===== src/design/rrs_pkg.sv =====
// Shared types and constants for the round-robin CPU scheduler.
// No dependencies; the top level, rrs_table and rrs_engine import this package.

package rrs_pkg;

   localparam int CLOCK_BITS = 24;
   localparam logic [CLOCK_BITS-1:0] CLOCK_MAX = 24'hFFFFFF;
   localparam logic [3:0] FIN_MAX = 4'hF;

   localparam logic [1:0] OP_LOAD  = 2'd0;
   localparam logic [1:0] OP_START = 2'd1;
   localparam logic [1:0] OP_STEP  = 2'd2;

   localparam logic [1:0] KIND_SLICE = 2'd0;
   localparam logic [1:0] KIND_IDLE  = 2'd1;
   localparam logic [1:0] KIND_DONE  = 2'd2;

   localparam int CSR_INDEX_BITS = 1;
   localparam int CSR_DATA_BITS  = 8;
   localparam logic [CSR_INDEX_BITS-1:0] CSR_QUANTUM       = 1'd0;
   localparam logic [CSR_INDEX_BITS-1:0] CSR_PROCESS_COUNT = 1'd1;

   typedef struct packed {
      logic [1:0]  operation;
      logic [2:0]  entry_index;
      logic [15:0] arrival_time;
      logic [15:0] burst_time;
   } req_word_type;

   typedef struct packed {
      logic [1:0]  step_kind;
      logic [2:0]  process_index;
      logic [7:0]  slice_length;
      logic [23:0] time_now;
      logic        finished;
      logic [23:0] turnaround;
      logic [23:0] waiting;
      logic [23:0] switch_count;
   } rsp_word_type;

   typedef struct packed {
      logic load_we;
      logic rem_we;
      logic rem_clr;
   } tbl_cmd_type;

endpackage


===== src/design/round_robin_cpu_scheduler.sv =====
// Round-robin CPU scheduler top level: CSR registers, handshakes, result register.
// Depends on rrs_pkg, rrs_table and rrs_engine.
//
// Input channel req_*: one word per operation (load entry, start run, dispatch
// one step). req_stall is high while a start or step is being worked on.
// Result channel rsp_*: one word per dispatch step, none for load or start.
// CSR port csr_*: quantum (index 0) and process count (index 1), write only.
// Work per word:
//   load: no result.
//   start: burst copy sweep, then arrival scan.
//   step: a slice runs, a slice finishes its entry, an idle jump, or all entries
//   are done; the result shows on rsp_* in the same cycle as the next word can
//   be taken. The work is paced by the arrival scan over the table and the single
//   shared add/subtract unit.
// A finished result sits in the output register; the next word is accepted
// while it waits, and the following result is held until rsp_stall drops.
// Reset is synchronous: queue empty, flags and counters clear, quantum 2,
// process count 7; table contents are undefined until loaded.

module round_robin_cpu_scheduler #(
   parameter int MAX_PROCESSES = 8,
   parameter int TIME_BITS     = 16
) (
   input  logic                                 clock,
   input  logic                                 reset,
   input  logic                                 req_valid,
   output logic                                 req_stall,
   input  rrs_pkg::req_word_type                req_data,
   output logic                                 rsp_valid,
   input  logic                                 rsp_stall,
   output rrs_pkg::rsp_word_type                rsp_data,
   input  logic                                 csr_we,
   input  logic [rrs_pkg::CSR_INDEX_BITS-1:0]   csr_index,
   input  logic [rrs_pkg::CSR_DATA_BITS-1:0]    csr_wdata
);

   import rrs_pkg::*;

   localparam int IW = $clog2(MAX_PROCESSES);

   logic [7:0]           quantum_ff, quantum_in;
   logic [3:0]           count_ff, count_in;
   logic                 rsp_valid_ff, rsp_valid_in;
   rsp_word_type         rsp_data_ff;
   logic                 busy;
   logic                 req_fire;
   tbl_cmd_type          tbl_cmd;
   logic [IW-1:0]        rd_addr;
   logic [IW-1:0]        rem_addr;
   logic [TIME_BITS-1:0] rem_wdata;
   logic [TIME_BITS-1:0] arr_q;
   logic [TIME_BITS-1:0] burst_q;
   logic [TIME_BITS-1:0] rem_q;
   logic                 res_valid;
   rsp_word_type         res_word;
   logic                 res_take;

   assign req_stall = busy;
   assign req_fire  = req_valid && !busy;
   assign res_take  = res_valid && (!rsp_valid_ff || !rsp_stall);

   always_comb begin
      quantum_in = quantum_ff;
      count_in   = count_ff;
      if (csr_we) begin
         case (csr_index)
            CSR_QUANTUM:       quantum_in = csr_wdata[7:0];
            CSR_PROCESS_COUNT: count_in   = csr_wdata[3:0];
            default: begin
            end
         endcase
      end
   end

   always_comb begin
      rsp_valid_in = rsp_valid_ff;
      if (res_take) begin
         rsp_valid_in = 1'b1;
      end else if (!rsp_stall) begin
         rsp_valid_in = 1'b0;
      end
   end

   always_ff @(posedge clock) begin
      if (reset) begin
         quantum_ff   <= 8'd2;
         count_ff     <= 4'd7;
         rsp_valid_ff <= 1'b0;
      end else begin
         quantum_ff   <= quantum_in;
         count_ff     <= count_in;
         rsp_valid_ff <= rsp_valid_in;
      end
   end

   always_ff @(posedge clock) begin
      if (res_take) begin
         rsp_data_ff <= res_word;
      end
   end

   rrs_table #(
      .MAX_PROCESSES (MAX_PROCESSES),
      .TIME_BITS     (TIME_BITS)
   ) u_table (
      .clock        (clock),
      .reset        (reset),
      .cmd          (tbl_cmd),
      .load_addr    (req_data.entry_index),
      .load_arrival (req_data.arrival_time),
      .load_burst   (req_data.burst_time),
      .rd_addr      (rd_addr),
      .rem_addr     (rem_addr),
      .rem_wdata    (rem_wdata),
      .arr_q        (arr_q),
      .burst_q      (burst_q),
      .rem_q        (rem_q)
   );

   rrs_engine #(
      .MAX_PROCESSES (MAX_PROCESSES),
      .TIME_BITS     (TIME_BITS)
   ) u_engine (
      .clock         (clock),
      .reset         (reset),
      .req_fire      (req_fire),
      .req_word      (req_data),
      .quantum       (quantum_ff),
      .process_count (count_ff),
      .busy          (busy),
      .tbl_cmd       (tbl_cmd),
      .rd_addr       (rd_addr),
      .rem_addr      (rem_addr),
      .rem_wdata     (rem_wdata),
      .arr_q         (arr_q),
      .burst_q       (burst_q),
      .rem_q         (rem_q),
      .res_valid     (res_valid),
      .res_word      (res_word),
      .res_take      (res_take)
   );

   assign rsp_valid = rsp_valid_ff;
   assign rsp_data  = rsp_data_ff;

endmodule


===== src/design/rrs_alu.sv =====
// Shared add/subtract unit of the scheduler sequencer.
// Depends on nothing; the result carries one extra bit (carry, or borrow for a < b).

module rrs_alu #(
   parameter int WIDTH = 24
) (
   input  logic [WIDTH-1:0] a,
   input  logic [WIDTH-1:0] b,
   input  logic             sub,
   output logic [WIDTH:0]   res
);

   logic [WIDTH:0] b_ext;

   always_comb begin
      b_ext = {1'b0, b};
      if (sub) begin
         b_ext = ~b_ext;
      end
      res = {1'b0, a} + b_ext + (WIDTH+1)'(sub);
   end

endmodule


===== src/design/rrs_table.sv =====
// Process table: arrival, burst and remaining-time memories with registered reads.
// Depends on rrs_pkg; remaining times carry valid bits so unwritten entries read zero.

module rrs_table #(
   parameter int MAX_PROCESSES = 8,
   parameter int TIME_BITS     = 16
) (
   input  logic                              clock,
   input  logic                              reset,
   input  rrs_pkg::tbl_cmd_type              cmd,
   input  logic [2:0]                        load_addr,
   input  logic [15:0]                       load_arrival,
   input  logic [15:0]                       load_burst,
   input  logic [$clog2(MAX_PROCESSES)-1:0]  rd_addr,
   input  logic [$clog2(MAX_PROCESSES)-1:0]  rem_addr,
   input  logic [TIME_BITS-1:0]              rem_wdata,
   output logic [TIME_BITS-1:0]              arr_q,
   output logic [TIME_BITS-1:0]              burst_q,
   output logic [TIME_BITS-1:0]              rem_q
);

   import rrs_pkg::*;

   localparam int IW = $clog2(MAX_PROCESSES);

   logic [TIME_BITS-1:0] arrival_mem [MAX_PROCESSES];
   logic [TIME_BITS-1:0] burst_mem   [MAX_PROCESSES];
   logic [TIME_BITS-1:0] rem_mem     [MAX_PROCESSES];

   logic [MAX_PROCESSES-1:0] rem_vld_ff;
   logic [MAX_PROCESSES-1:0] rem_vld_in;
   logic [TIME_BITS-1:0]     arr_q_ff;
   logic [TIME_BITS-1:0]     burst_q_ff;
   logic [TIME_BITS-1:0]     rem_q_ff;
   logic                     rem_vq_ff;
   logic [IW-1:0]            load_idx;

   assign load_idx = IW'(load_addr);

   always_ff @(posedge clock) begin
      if (cmd.load_we) begin
         arrival_mem[load_idx] <= TIME_BITS'(load_arrival);
         burst_mem[load_idx]   <= TIME_BITS'(load_burst);
      end
      if (cmd.rem_we) begin
         rem_mem[rem_addr] <= rem_wdata;
      end
      arr_q_ff   <= arrival_mem[rd_addr];
      burst_q_ff <= burst_mem[rd_addr];
      rem_q_ff   <= rem_mem[rd_addr];
   end

   always_comb begin
      rem_vld_in = rem_vld_ff;
      if (cmd.rem_clr) begin
         rem_vld_in = '0;
      end
      if (cmd.rem_we) begin
         rem_vld_in[rem_addr] = 1'b1;
      end
   end

   always_ff @(posedge clock) begin
      if (reset) begin
         rem_vld_ff <= '0;
         rem_vq_ff  <= 1'b0;
      end else begin
         rem_vld_ff <= rem_vld_in;
         rem_vq_ff  <= rem_vld_ff[rd_addr];
      end
   end

   assign arr_q   = arr_q_ff;
   assign burst_q = burst_q_ff;
   assign rem_q   = rem_vq_ff ? rem_q_ff : '0;

endmodule


===== src/design/rrs_engine.sv =====
// Scheduler sequencer: ready FIFO, run flags, counters and the step state machine.
// Depends on rrs_pkg and rrs_alu; reads the process table through rrs_table.

module rrs_engine #(
   parameter int MAX_PROCESSES = 8,
   parameter int TIME_BITS     = 16
) (
   input  logic                              clock,
   input  logic                              reset,
   input  logic                              req_fire,
   input  rrs_pkg::req_word_type             req_word,
   input  logic [7:0]                        quantum,
   input  logic [3:0]                        process_count,
   output logic                              busy,
   output rrs_pkg::tbl_cmd_type              tbl_cmd,
   output logic [$clog2(MAX_PROCESSES)-1:0]  rd_addr,
   output logic [$clog2(MAX_PROCESSES)-1:0]  rem_addr,
   output logic [TIME_BITS-1:0]              rem_wdata,
   input  logic [TIME_BITS-1:0]              arr_q,
   input  logic [TIME_BITS-1:0]              burst_q,
   input  logic [TIME_BITS-1:0]              rem_q,
   output logic                              res_valid,
   output rrs_pkg::rsp_word_type             res_word,
   input  logic                              res_take
);

   import rrs_pkg::*;

   localparam int IW   = $clog2(MAX_PROCESSES);
   localparam int CNTW = $clog2(MAX_PROCESSES + 1);
   localparam int WIDE = (TIME_BITS > CLOCK_BITS) ? TIME_BITS : CLOCK_BITS;

   localparam logic [3:0] S_IDLE   = 4'd0;
   localparam logic [3:0] S_COPY   = 4'd1;
   localparam logic [3:0] S_SCAN   = 4'd2;
   localparam logic [3:0] S_MIN    = 4'd3;
   localparam logic [3:0] S_JUMP   = 4'd4;
   localparam logic [3:0] S_POP    = 4'd5;
   localparam logic [3:0] S_SLICE  = 4'd6;
   localparam logic [3:0] S_ADV    = 4'd7;
   localparam logic [3:0] S_REMSUB = 4'd8;
   localparam logic [3:0] S_POST   = 4'd9;
   localparam logic [3:0] S_TAT    = 4'd10;
   localparam logic [3:0] S_WT     = 4'd11;
   localparam logic [3:0] S_EMIT   = 4'd12;

   localparam logic [1:0] RET_START = 2'd0;
   localparam logic [1:0] RET_IDLE  = 2'd1;
   localparam logic [1:0] RET_DISP  = 2'd2;

   logic [3:0]               state_ff, state_in;
   logic [1:0]               ret_ff, ret_in;
   logic [IW-1:0]            idx_ff, idx_in;
   logic [IW-1:0]            proc_ff, proc_in;
   logic [MAX_PROCESSES-1:0] queued_ff, queued_in;
   logic [MAX_PROCESSES-1:0] done_ff, done_in;
   logic [IW-1:0]            head_ff, head_in;
   logic [IW-1:0]            tail_ff, tail_in;
   logic [CNTW-1:0]          fill_ff, fill_in;
   logic [CLOCK_BITS-1:0]    sim_ff, sim_in;
   logic                     prev_vld_ff, prev_vld_in;
   logic [IW-1:0]            prev_ff, prev_in;
   logic [CLOCK_BITS-1:0]    sw_ff, sw_in;
   logic [3:0]               fin_total_ff, fin_total_in;
   logic [TIME_BITS-1:0]     next_ff, next_in;
   logic                     found_ff, found_in;
   logic [7:0]               slice_ff, slice_in;
   logic                     rem_zero_ff, rem_zero_in;
   logic [1:0]               kind_ff, kind_in;
   logic                     fin_ff, fin_in;
   logic [CLOCK_BITS-1:0]    tat_ff, tat_in;
   logic [CLOCK_BITS-1:0]    wt_ff, wt_in;

   logic [IW-1:0]  fifo_mem [MAX_PROCESSES];
   logic [IW-1:0]  fifo_q_ff;
   logic           push_en;
   logic [IW-1:0]  push_val;
   logic           push_fire;

   logic [CNTW-1:0] live;
   logic            last;
   logic [7:0]      q_eff;
   logic            fresh;
   logic [WIDE-1:0] alu_a, alu_b;
   logic            alu_sub;
   logic [WIDE:0]   alu_res;
   logic            borrow;
   logic [TIME_BITS-1:0] rem_new;
   logic [31:0]     proc_wide;

   rrs_alu #(.WIDTH(WIDE)) u_alu (
      .a   (alu_a),
      .b   (alu_b),
      .sub (alu_sub),
      .res (alu_res)
   );

   always_comb begin
      if (process_count == 4'd0) begin
         live = CNTW'(1);
      end else if (32'(process_count) > MAX_PROCESSES) begin
         live = CNTW'(MAX_PROCESSES);
      end else begin
         live = CNTW'(process_count);
      end
   end

   assign last    = (32'(idx_ff) + 32'd1) == 32'(live);
   assign q_eff   = (quantum == 8'd0) ? 8'd1 : quantum;
   assign fresh   = !done_ff[idx_ff] && !queued_ff[idx_ff];
   assign borrow  = alu_res[WIDE];
   assign rem_new = alu_res[TIME_BITS-1:0];

   // operand select for the shared unit
   always_comb begin
      alu_a   = WIDE'(sim_ff);
      alu_b   = WIDE'(arr_q);
      alu_sub = 1'b1;
      case (state_ff)
         S_MIN: begin
            alu_a = WIDE'(arr_q);
            alu_b = WIDE'(next_ff);
         end
         S_JUMP: begin
            alu_b = WIDE'(next_ff);
         end
         S_SLICE: begin
            alu_a = WIDE'(rem_q);
            alu_b = WIDE'(q_eff);
         end
         S_ADV: begin
            alu_b   = WIDE'(slice_ff);
            alu_sub = 1'b0;
         end
         S_REMSUB: begin
            alu_a = WIDE'(rem_q);
            alu_b = WIDE'(slice_ff);
         end
         S_WT: begin
            alu_a = WIDE'(tat_ff);
            alu_b = WIDE'(burst_q);
         end
         default: begin
         end
      endcase
   end

   always_comb begin
      state_in     = state_ff;
      ret_in       = ret_ff;
      idx_in       = idx_ff;
      proc_in      = proc_ff;
      queued_in    = queued_ff;
      done_in      = done_ff;
      head_in      = head_ff;
      fill_in      = fill_ff;
      sim_in       = sim_ff;
      prev_vld_in  = prev_vld_ff;
      prev_in      = prev_ff;
      sw_in        = sw_ff;
      fin_total_in = fin_total_ff;
      next_in      = next_ff;
      found_in     = found_ff;
      slice_in     = slice_ff;
      rem_zero_in  = rem_zero_ff;
      kind_in      = kind_ff;
      fin_in       = fin_ff;
      tat_in       = tat_ff;
      wt_in        = wt_ff;
      push_en      = 1'b0;
      push_val     = idx_ff;
      tbl_cmd      = '0;
      rem_wdata    = burst_q;
      res_valid    = 1'b0;

      case (state_ff)
         S_IDLE: begin
            if (req_fire) begin
               case (req_word.operation)
                  OP_LOAD: begin
                     tbl_cmd.load_we = 32'(req_word.entry_index) < MAX_PROCESSES;
                  end
                  OP_START: begin
                     tbl_cmd.rem_clr = 1'b1;
                     queued_in    = '0;
                     done_in      = '0;
                     head_in      = '0;
                     fill_in      = '0;
                     sim_in       = '0;
                     prev_vld_in  = 1'b0;
                     sw_in        = '0;
                     fin_total_in = '0;
                     idx_in       = '0;
                     state_in     = S_COPY;
                  end
                  OP_STEP: begin
                     if (32'(fin_total_ff) >= 32'(live)) begin
                        kind_in  = KIND_DONE;
                        fin_in   = 1'b0;
                        state_in = S_EMIT;
                     end else if (fill_ff == '0) begin
                        idx_in   = '0;
                        found_in = 1'b0;
                        state_in = S_MIN;
                     end else begin
                        state_in = S_POP;
                     end
                  end
                  default: begin
                  end
               endcase
            end
         end
         S_COPY: begin
            tbl_cmd.rem_we = 1'b1;
            rem_wdata      = burst_q;
            if (last) begin
               idx_in   = '0;
               ret_in   = RET_START;
               state_in = S_SCAN;
            end else begin
               idx_in = idx_ff + IW'(1);
            end
         end
         S_SCAN: begin
            if (fresh && !borrow) begin
               queued_in[idx_ff] = 1'b1;
               push_en           = 1'b1;
               push_val          = idx_ff;
            end
            if (last) begin
               case (ret_ff)
                  RET_IDLE: begin
                     kind_in  = KIND_IDLE;
                     fin_in   = 1'b0;
                     state_in = S_EMIT;
                  end
                  RET_DISP: begin
                     idx_in   = proc_ff;
                     state_in = S_POST;
                  end
                  default: begin
                     state_in = S_IDLE;
                  end
               endcase
            end else begin
               idx_in = idx_ff + IW'(1);
            end
         end
         S_MIN: begin
            if (fresh && (!found_ff || borrow)) begin
               next_in  = arr_q;
               found_in = 1'b1;
            end
            if (last) begin
               if (found_in) begin
                  state_in = S_JUMP;
               end else begin
                  kind_in  = KIND_DONE;
                  fin_in   = 1'b0;
                  state_in = S_EMIT;
               end
            end else begin
               idx_in = idx_ff + IW'(1);
            end
         end
         S_JUMP: begin
            if (borrow) begin
               sim_in = (WIDE'(next_ff) > WIDE'(CLOCK_MAX)) ? CLOCK_MAX
                                                           : CLOCK_BITS'(next_ff);
            end
            idx_in   = '0;
            ret_in   = RET_IDLE;
            state_in = S_SCAN;
         end
         S_POP: begin
            idx_in  = fifo_q_ff;
            proc_in = fifo_q_ff;
            head_in = (head_ff == IW'(MAX_PROCESSES - 1)) ? '0 : head_ff + IW'(1);
            fill_in = fill_ff - CNTW'(1);
            if (prev_vld_ff && prev_ff != fifo_q_ff && sw_ff != CLOCK_MAX) begin
               sw_in = sw_ff + CLOCK_BITS'(1);
            end
            prev_vld_in = 1'b1;
            prev_in     = fifo_q_ff;
            state_in    = S_SLICE;
         end
         S_SLICE: begin
            slice_in = borrow ? rem_q[7:0] : q_eff;
            state_in = S_ADV;
         end
         S_ADV: begin
            sim_in   = (|alu_res[WIDE:CLOCK_BITS]) ? CLOCK_MAX
                                                  : alu_res[CLOCK_BITS-1:0];
            state_in = S_REMSUB;
         end
         S_REMSUB: begin
            tbl_cmd.rem_we = 1'b1;
            rem_wdata      = rem_new;
            rem_zero_in    = rem_new == '0;
            idx_in         = '0;
            ret_in         = RET_DISP;
            state_in       = S_SCAN;
         end
         S_POST: begin
            kind_in = KIND_SLICE;
            if (!rem_zero_ff) begin
               push_en  = 1'b1;
               push_val = proc_ff;
               fin_in   = 1'b0;
               state_in = S_EMIT;
            end else begin
               done_in[proc_ff] = 1'b1;
               if (fin_total_ff != FIN_MAX) begin
                  fin_total_in = fin_total_ff + 4'd1;
               end
               fin_in   = 1'b1;
               state_in = S_TAT;
            end
         end
         S_TAT: begin
            tat_in   = borrow ? '0 : alu_res[CLOCK_BITS-1:0];
            state_in = S_WT;
         end
         S_WT: begin
            wt_in    = borrow ? '0 : alu_res[CLOCK_BITS-1:0];
            state_in = S_EMIT;
         end
         S_EMIT: begin
            res_valid = 1'b1;
            if (res_take) begin
               state_in = S_IDLE;
            end
         end
         default: begin
            state_in = S_IDLE;
         end
      endcase
   end

   assign push_fire = push_en && (32'(fill_ff) < MAX_PROCESSES);

   always_comb begin
      tail_in = tail_ff;
      if (state_ff == S_IDLE && req_fire && req_word.operation == OP_START) begin
         tail_in = '0;
      end else if (push_fire) begin
         tail_in = (tail_ff == IW'(MAX_PROCESSES - 1)) ? '0 : tail_ff + IW'(1);
      end
   end

   always_ff @(posedge clock) begin
      if (push_fire) begin
         fifo_mem[tail_ff] <= push_val;
      end
      fifo_q_ff <= fifo_mem[head_ff];
   end

   always_ff @(posedge clock) begin
      if (reset) begin
         state_ff     <= S_IDLE;
         ret_ff       <= RET_START;
         idx_ff       <= '0;
         proc_ff      <= '0;
         queued_ff    <= '0;
         done_ff      <= '0;
         head_ff      <= '0;
         tail_ff      <= '0;
         fill_ff      <= '0;
         sim_ff       <= '0;
         prev_vld_ff  <= 1'b0;
         prev_ff      <= '0;
         sw_ff        <= '0;
         fin_total_ff <= '0;
         found_ff     <= 1'b0;
         rem_zero_ff  <= 1'b0;
         kind_ff      <= KIND_DONE;
         fin_ff       <= 1'b0;
      end else begin
         state_ff     <= state_in;
         ret_ff       <= ret_in;
         idx_ff       <= idx_in;
         proc_ff      <= proc_in;
         queued_ff    <= queued_in;
         done_ff      <= done_in;
         head_ff      <= head_in;
         tail_ff      <= tail_in;
         fill_ff      <= push_fire ? fill_in + CNTW'(1) : fill_in;
         sim_ff       <= sim_in;
         prev_vld_ff  <= prev_vld_in;
         prev_ff      <= prev_in;
         sw_ff        <= sw_in;
         fin_total_ff <= fin_total_in;
         found_ff     <= found_in;
         rem_zero_ff  <= rem_zero_in;
         kind_ff      <= kind_in;
         fin_ff       <= fin_in;
      end
   end

   always_ff @(posedge clock) begin
      next_ff  <= next_in;
      slice_ff <= slice_in;
      tat_ff   <= tat_in;
      wt_ff    <= wt_in;
   end

   assign busy     = state_ff != S_IDLE;
   assign rd_addr  = idx_in;
   assign rem_addr = idx_ff;
   assign proc_wide = 32'(proc_ff);

   always_comb begin
      res_word               = '0;
      res_word.step_kind     = kind_ff;
      res_word.time_now      = sim_ff;
      res_word.switch_count  = sw_ff;
      if (kind_ff == KIND_SLICE) begin
         res_word.process_index = proc_wide[2:0];
         res_word.slice_length  = slice_ff;
         res_word.finished      = fin_ff;
         if (fin_ff) begin
            res_word.turnaround = tat_ff;
            res_word.waiting    = wt_ff;
         end
      end
   end

   a_fifo_ptrs: assert property (@(posedge clock) disable iff (reset)
      (head_ff == tail_ff) == (fill_ff == '0 || 32'(fill_ff) == MAX_PROCESSES))
      else $error("ready queue pointers disagree with fill count");

   a_fill_cap: assert property (@(posedge clock) disable iff (reset)
      32'(fill_ff) <= MAX_PROCESSES)
      else $error("ready queue overfilled");

   a_done_queued: assert property (@(posedge clock) disable iff (reset)
      (done_ff & ~queued_ff) == '0)
      else $error("finished entry was never queued");

   a_fin_total: assert property (@(posedge clock) disable iff (reset)
      32'(fin_total_ff) == (($countones(done_ff) > 15) ? 15 : $countones(done_ff)))
      else $error("finished count out of step with done flags");

   a_emit_release: assert property (@(posedge clock) disable iff (reset)
      (state_ff == S_EMIT && res_take) |=> state_ff == S_IDLE)
      else $error("sequencer did not return to idle after result handoff");

endmodule

===== config.mk =====
export PLATFORM = sky130hd
export DESIGN_NAME = round_robin_cpu_scheduler
export DESIGN_NICKNAME = d
export VERILOG_FILES = /design/src/design/rrs_pkg.sv /design/src/design/round_robin_cpu_scheduler.sv /design/src/design/rrs_alu.sv /design/src/design/rrs_table.sv /design/src/design/rrs_engine.sv
export SDC_FILE = /design/constraint.sdc
export NUM_CORES = 1
export LEC_CHECK = 0
export BUFFER_PORTS_ARGS = -buffer_cell sky130_fd_sc_hd__buf_4
export CORE_ASPECT_RATIO = 0.9
export CORE_UTILIZATION = 61
export CTS_CLUSTER_DIAMETER = 100
export DETAILED_ROUTE_END_ITERATION = 10
export PLACE_DENSITY = 0.79
export SLEW_MARGIN = 20
export SYNTH_ARGS = -nofsm -noshare
export SYNTH_HDL_FRONTEND = slang
export SYNTH_HIERARCHICAL = 1
export SYNTH_SLANG_ARGS = --single-unit

===== constraint.sdc =====
create_clock -name clock -period 13.95 [get_ports clock]
set_input_delay 0.6975 -clock clock [delete_from_list [all_inputs] [get_ports clock]]
set_output_delay 0.6975 -clock clock [all_outputs]
set_load 0.005 [all_outputs]

==> qor.yml <==
synth:
  netlist-cell-type-count: 87
  async_reset_ff_share_pct: 0
  ys.flop_type: "edfxtp_1"
  ys.warnings.count: 6
  ys_seq_elements: 759
  synth_area_sq_um: 31500
  synth_top_cell_area_share_pct: 56.2
  synth.avg_cell_area_sq_um: 14.9
  netlist_instances: 2111
  synth_area_leaders: "edfxtp_1, dfxtp_1, mux4_2"
  yosysTopAreaCell: "edfxtp_1"
  synth-edff-count: 590
  synth-seq-area-share_pct: 67.0
global_routing:
  grt_use_met1_pct: 38.9
  overflow: 0
  grt_pass1_wl_um: 111000
  grt_max_degree: 67
  grt.busiest_layer: "met2"
  grt_use_met3_pct: 5.35
  track_usage_pct: 27.8
  grt_pass1_vias: 18569
  antenna_found_initial: 1
  use_met2_pct: 44.2
timing:
  slew_viol_final: 0
  rsz0062_at_grt: "false"
  skew_ns: 0.0346
  setup_slack_ns: 6.87
  final-setup-viol-count: 0
  holdWs_ns: 0.287
  tns_ns: 0
  fmax_mhz: 141
  worst_pin_slew_ns: 1.13
  fin_crit_sh_pct: 50.8
  hold_viol: 0
  relSlewSlack_pct: 24.7
  min_period_ns: 7.08
route:
  vias: 18929
  ant_nets: 0
  drt_iter0_drc: 2305
  wl_um: 72800
  first_pass_iters: 9
  wire_per_inst_um: 24.1
  avgViaCountPerCell: 6.28
  route.detailed.drc: 0
power_and_ir_drop:
  comb_power_share_pct: 16.2
  p_int_mw: 4.10
  seqPwrFrac_pct: 47.4
  p_sw_mw: 1.47
  pwr_density_cell_nw_per_um2: 155
  total_power_mw: 5.57
  ir_drop_mv: 0.142
  leakagePower_nw: 12.5
  clkPwrFrac_pct: 36.3
  netSwitchingFraction_pct: 26.3
worst_setup_path:
  worstSetupStartpointType: "register"
  cp-end-kind: "register"
  arrival_ns: 7.34
  cp_max_fo: 41
  critical_path.reg2reg.endpoint: "u_engine/fifo_mem[1][1]$_DFFE_PP_"
  reg2reg_depth: 19
  timing.rr.start: "u_engine/state_ff[3]$_SDFFE_PP0P_"
  required_ns: 14.21
  criticalPathCategory: "register to register"
  r2r_slack_ns: 6.87
  worstSetupStartpoint: "u_engine/state_ff[3]$_SDFFE_PP0P_"
clock_network:
  cts_setup_buffers: 0
  postCtsHoldBufs: 0
  clk_path_buf_depth: 3
  cts_tree: "built"
  cts_made_buffers: 72
  cts_root_buf: "clkbuf_16"
  cts-htree-levels: 3
  clk_pin_slew_ns: 0.07
  clkLatencyLatePin_ns: 0.64
  cts_resized: 0
  cts.sinks: 759
layout:
  fillCellCount: 3182
  area_growth_pct: 14.2
  nets: 2372
  multi_input_area_sq_um: 9890
  drive_gt1_share_pct: 22.9
  ff_latch_area_sq_um: 21100
  diodes: 0
place:
  portBuffers: 162
  dp_slack_ns: 7.06
  post-dp-hpwl_um: 47100
  gp_congestion: 0.944
die:
  die_area_sq_um: 52600
  row_count: 78
  die_w_um: 242
  ioPinCount: 163
  die_y_um: 218
  coreArea_sq_um: 50700
  initial_core_util_pct: 62.2
worst_hold_path:
  hold_path_end: "u_table/arrival_mem[2][3]$_DFFE_PP_"
  hp-class: "input port to register"
  whs_path_depth: 1
  hp-start: "req_data[19]"
run_status:
  status: "finished, final reports clean"
job:
  maxCapViolations: 0
==> power by group through the flow <==
| stage | clock, mW | combinational [mW] | sequential, mW |
|---|---|---|---|
| 2_1_floorplan | 0 | 0.669 | 2.62 |
| 3_3_place_gp | 0 | 0.870 | 2.68 |
| 3_5_place_dp | 0 | 0.884 | 2.68 |
| 4_1_cts | 2.05 | 0.896 | 2.64 |
| 5_1_grt | 2.13 | 0.969 | 2.64 |
| 6_report | 2.02 | 0.905 | 2.64 |
==> synthesized netlist by cell type, drive strengths merged (4+ instances only) <==
cell     instances
a21boi           6
nor2           144
a31oi           13
o211ai           5
nor3            15
dfxtp          169
buf             47
xnor2           20
mux2            75
or2              8
o2111ai          4
nand3           33
and2            36
nor2b           43
nor4             7
a21oi           92
o31ai            6
a21o            13
o32ai            4
a311oi          20
xor2            42
nand2b          31
nand4bb          7
o21ai           77
or3             17
a222oi          33
ha              44
mux2i           19
a211o            6
nand4           11
nand2          117
and4             4
clkbuf          65
and3            63
edfxtp         590
mux4           105
o22ai            6
inv             43
a211oi           5
a22oi           11
a22o            11
==> worst max-delay path: stages, from the launching register on <==
cell and delay (ns):
dfxtp_1 0.81, nand2b_1 0.37, or2_2 0.38, a21oi_2 0.65, a21o_1 0.64, nor2_1 0.11, a21oi_1 0.25, mux2i_2 0.15
fa_1 0.43, nand2b_1 0.19, a211oi_1 0.35, o21ai_0 0.16, o211ai_1 0.19, o21ai_1 0.15, xnor2_2 0.16, buf_4 0.27
nor3_1 0.24, a32oi_1 0.38, or2_1 0.40, nor3_1 0.40
==> kinds of logic (layout without fill, tap and decap cells) <==
| logic type | count (synthesis) | in the layout | synth area share (%) |
|---|---|---|---|
| flops | 759 | 759 | 67.0 |
| simple gates | 547 | 547 | 8.90 |
| compound gates | 340 | 340 | 7.50 |
| mux | 199 | 199 | 10.8 |
| buf+inv | 157 | 375 | 2.20 |
| xor+xnor | 63 | 63 | 1.80 |
| fa+ha+maj | 45 | 45 | 1.81 |
| other cells | 1 | 8 | 0.0119 |
==> worst max path at each step <==
stage	slack, ns	depth (start not counted)	endpoint
2_1_floorplan	3.69	9	u_engine/state_ff[3]$_SDFFE_PP0P_
3_3_place_gp	7.28	19	u_engine/fifo_mem[1][0]$_DFFE_PP_
3_5_place_dp	7.06	19	u_engine/fifo_mem[1][0]$_DFFE_PP_
4_1_cts	6.95	19	u_engine/fifo_mem[1][2]$_DFFE_PP_
5_1_grt	6.33	19	u_engine/fifo_mem[1][2]$_DFFE_PP_
6_report	6.87	19	u_engine/fifo_mem[1][1]$_DFFE_PP_
==> stage by stage <==
stage	instance area (sq um)	util, %	instances
2_1_floorplan	31500	-	2118
3_3_place_gp	33500	66.1	2881
3_5_place_dp	33500	66.1	2881
4_1_cts	36000	71.0	3015
5_1_grt	36000	71.0	3016
6_report	36000	71.0	3016
==> flip-flops by register name (all words and copies together), names as in the netlist, 4 cells and up <==
register               count
u_engine/fifo_mem         24
u_table/rem_vld_ff         8
u_engine/state_ff          4
u_table/rem_q_ff          16
u_engine/wt_ff            24
rsp_data                 110
u_engine/fill_ff           4
u_table/burst_mem        128
u_engine/next_ff          16
u_table/burst_q           16
u_engine/queued_ff         8
u_engine/done_ff           8
count_ff                   4
u_table/rem_mem          128
u_table/arrival_mem      128
quantum_ff                 8
u_engine/fin_total_ff      4
u_engine/sim_ff           24
u_engine/tat_ff           24
u_table/arr_q             16
u_engine/sw_ff            24
u_engine/slice_ff          8
==> final cells by class <==
| class | count | share of cell area (%) |
|---|---|---|
| Multi-Input combinational cell | 1202 | 27.5 |
| Sequential cell | 759 | 58.6 |
| Timing Repair Buffer | 196 | 4.12 |
| Inverter | 45 | 0.469 |
| Clock inverter | 43 | 1.52 |
| Tap cell | 680 | 2.36 |
| Clock buffer | 91 | 5.38 |
==> placed cells by master (no fill, tap or decap), types with 44 or more instances in the layout <==
| master | instances |
|---|---|
| a21oi_1 | 89 |
| and3_1 | 63 |
| buf_4 | 195 |
| clkbuf_16 | 73 |
| dfxtp_1 | 169 |
| edfxtp_1 | 590 |
| ha_1 | 44 |
| mux2_2 | 75 |
| mux4_2 | 105 |
| nand2_1 | 116 |
| nor2_1 | 127 |
| o21ai_0 | 64 |
==> layer usage <==
metal,vias to the layer above,routed length (um)
met5,-,0
met4,0,2320
met3,143,5360
met2,832,34600
met1,9470,30500
li1,8484,-
Power figures use the tool's default switching activity.
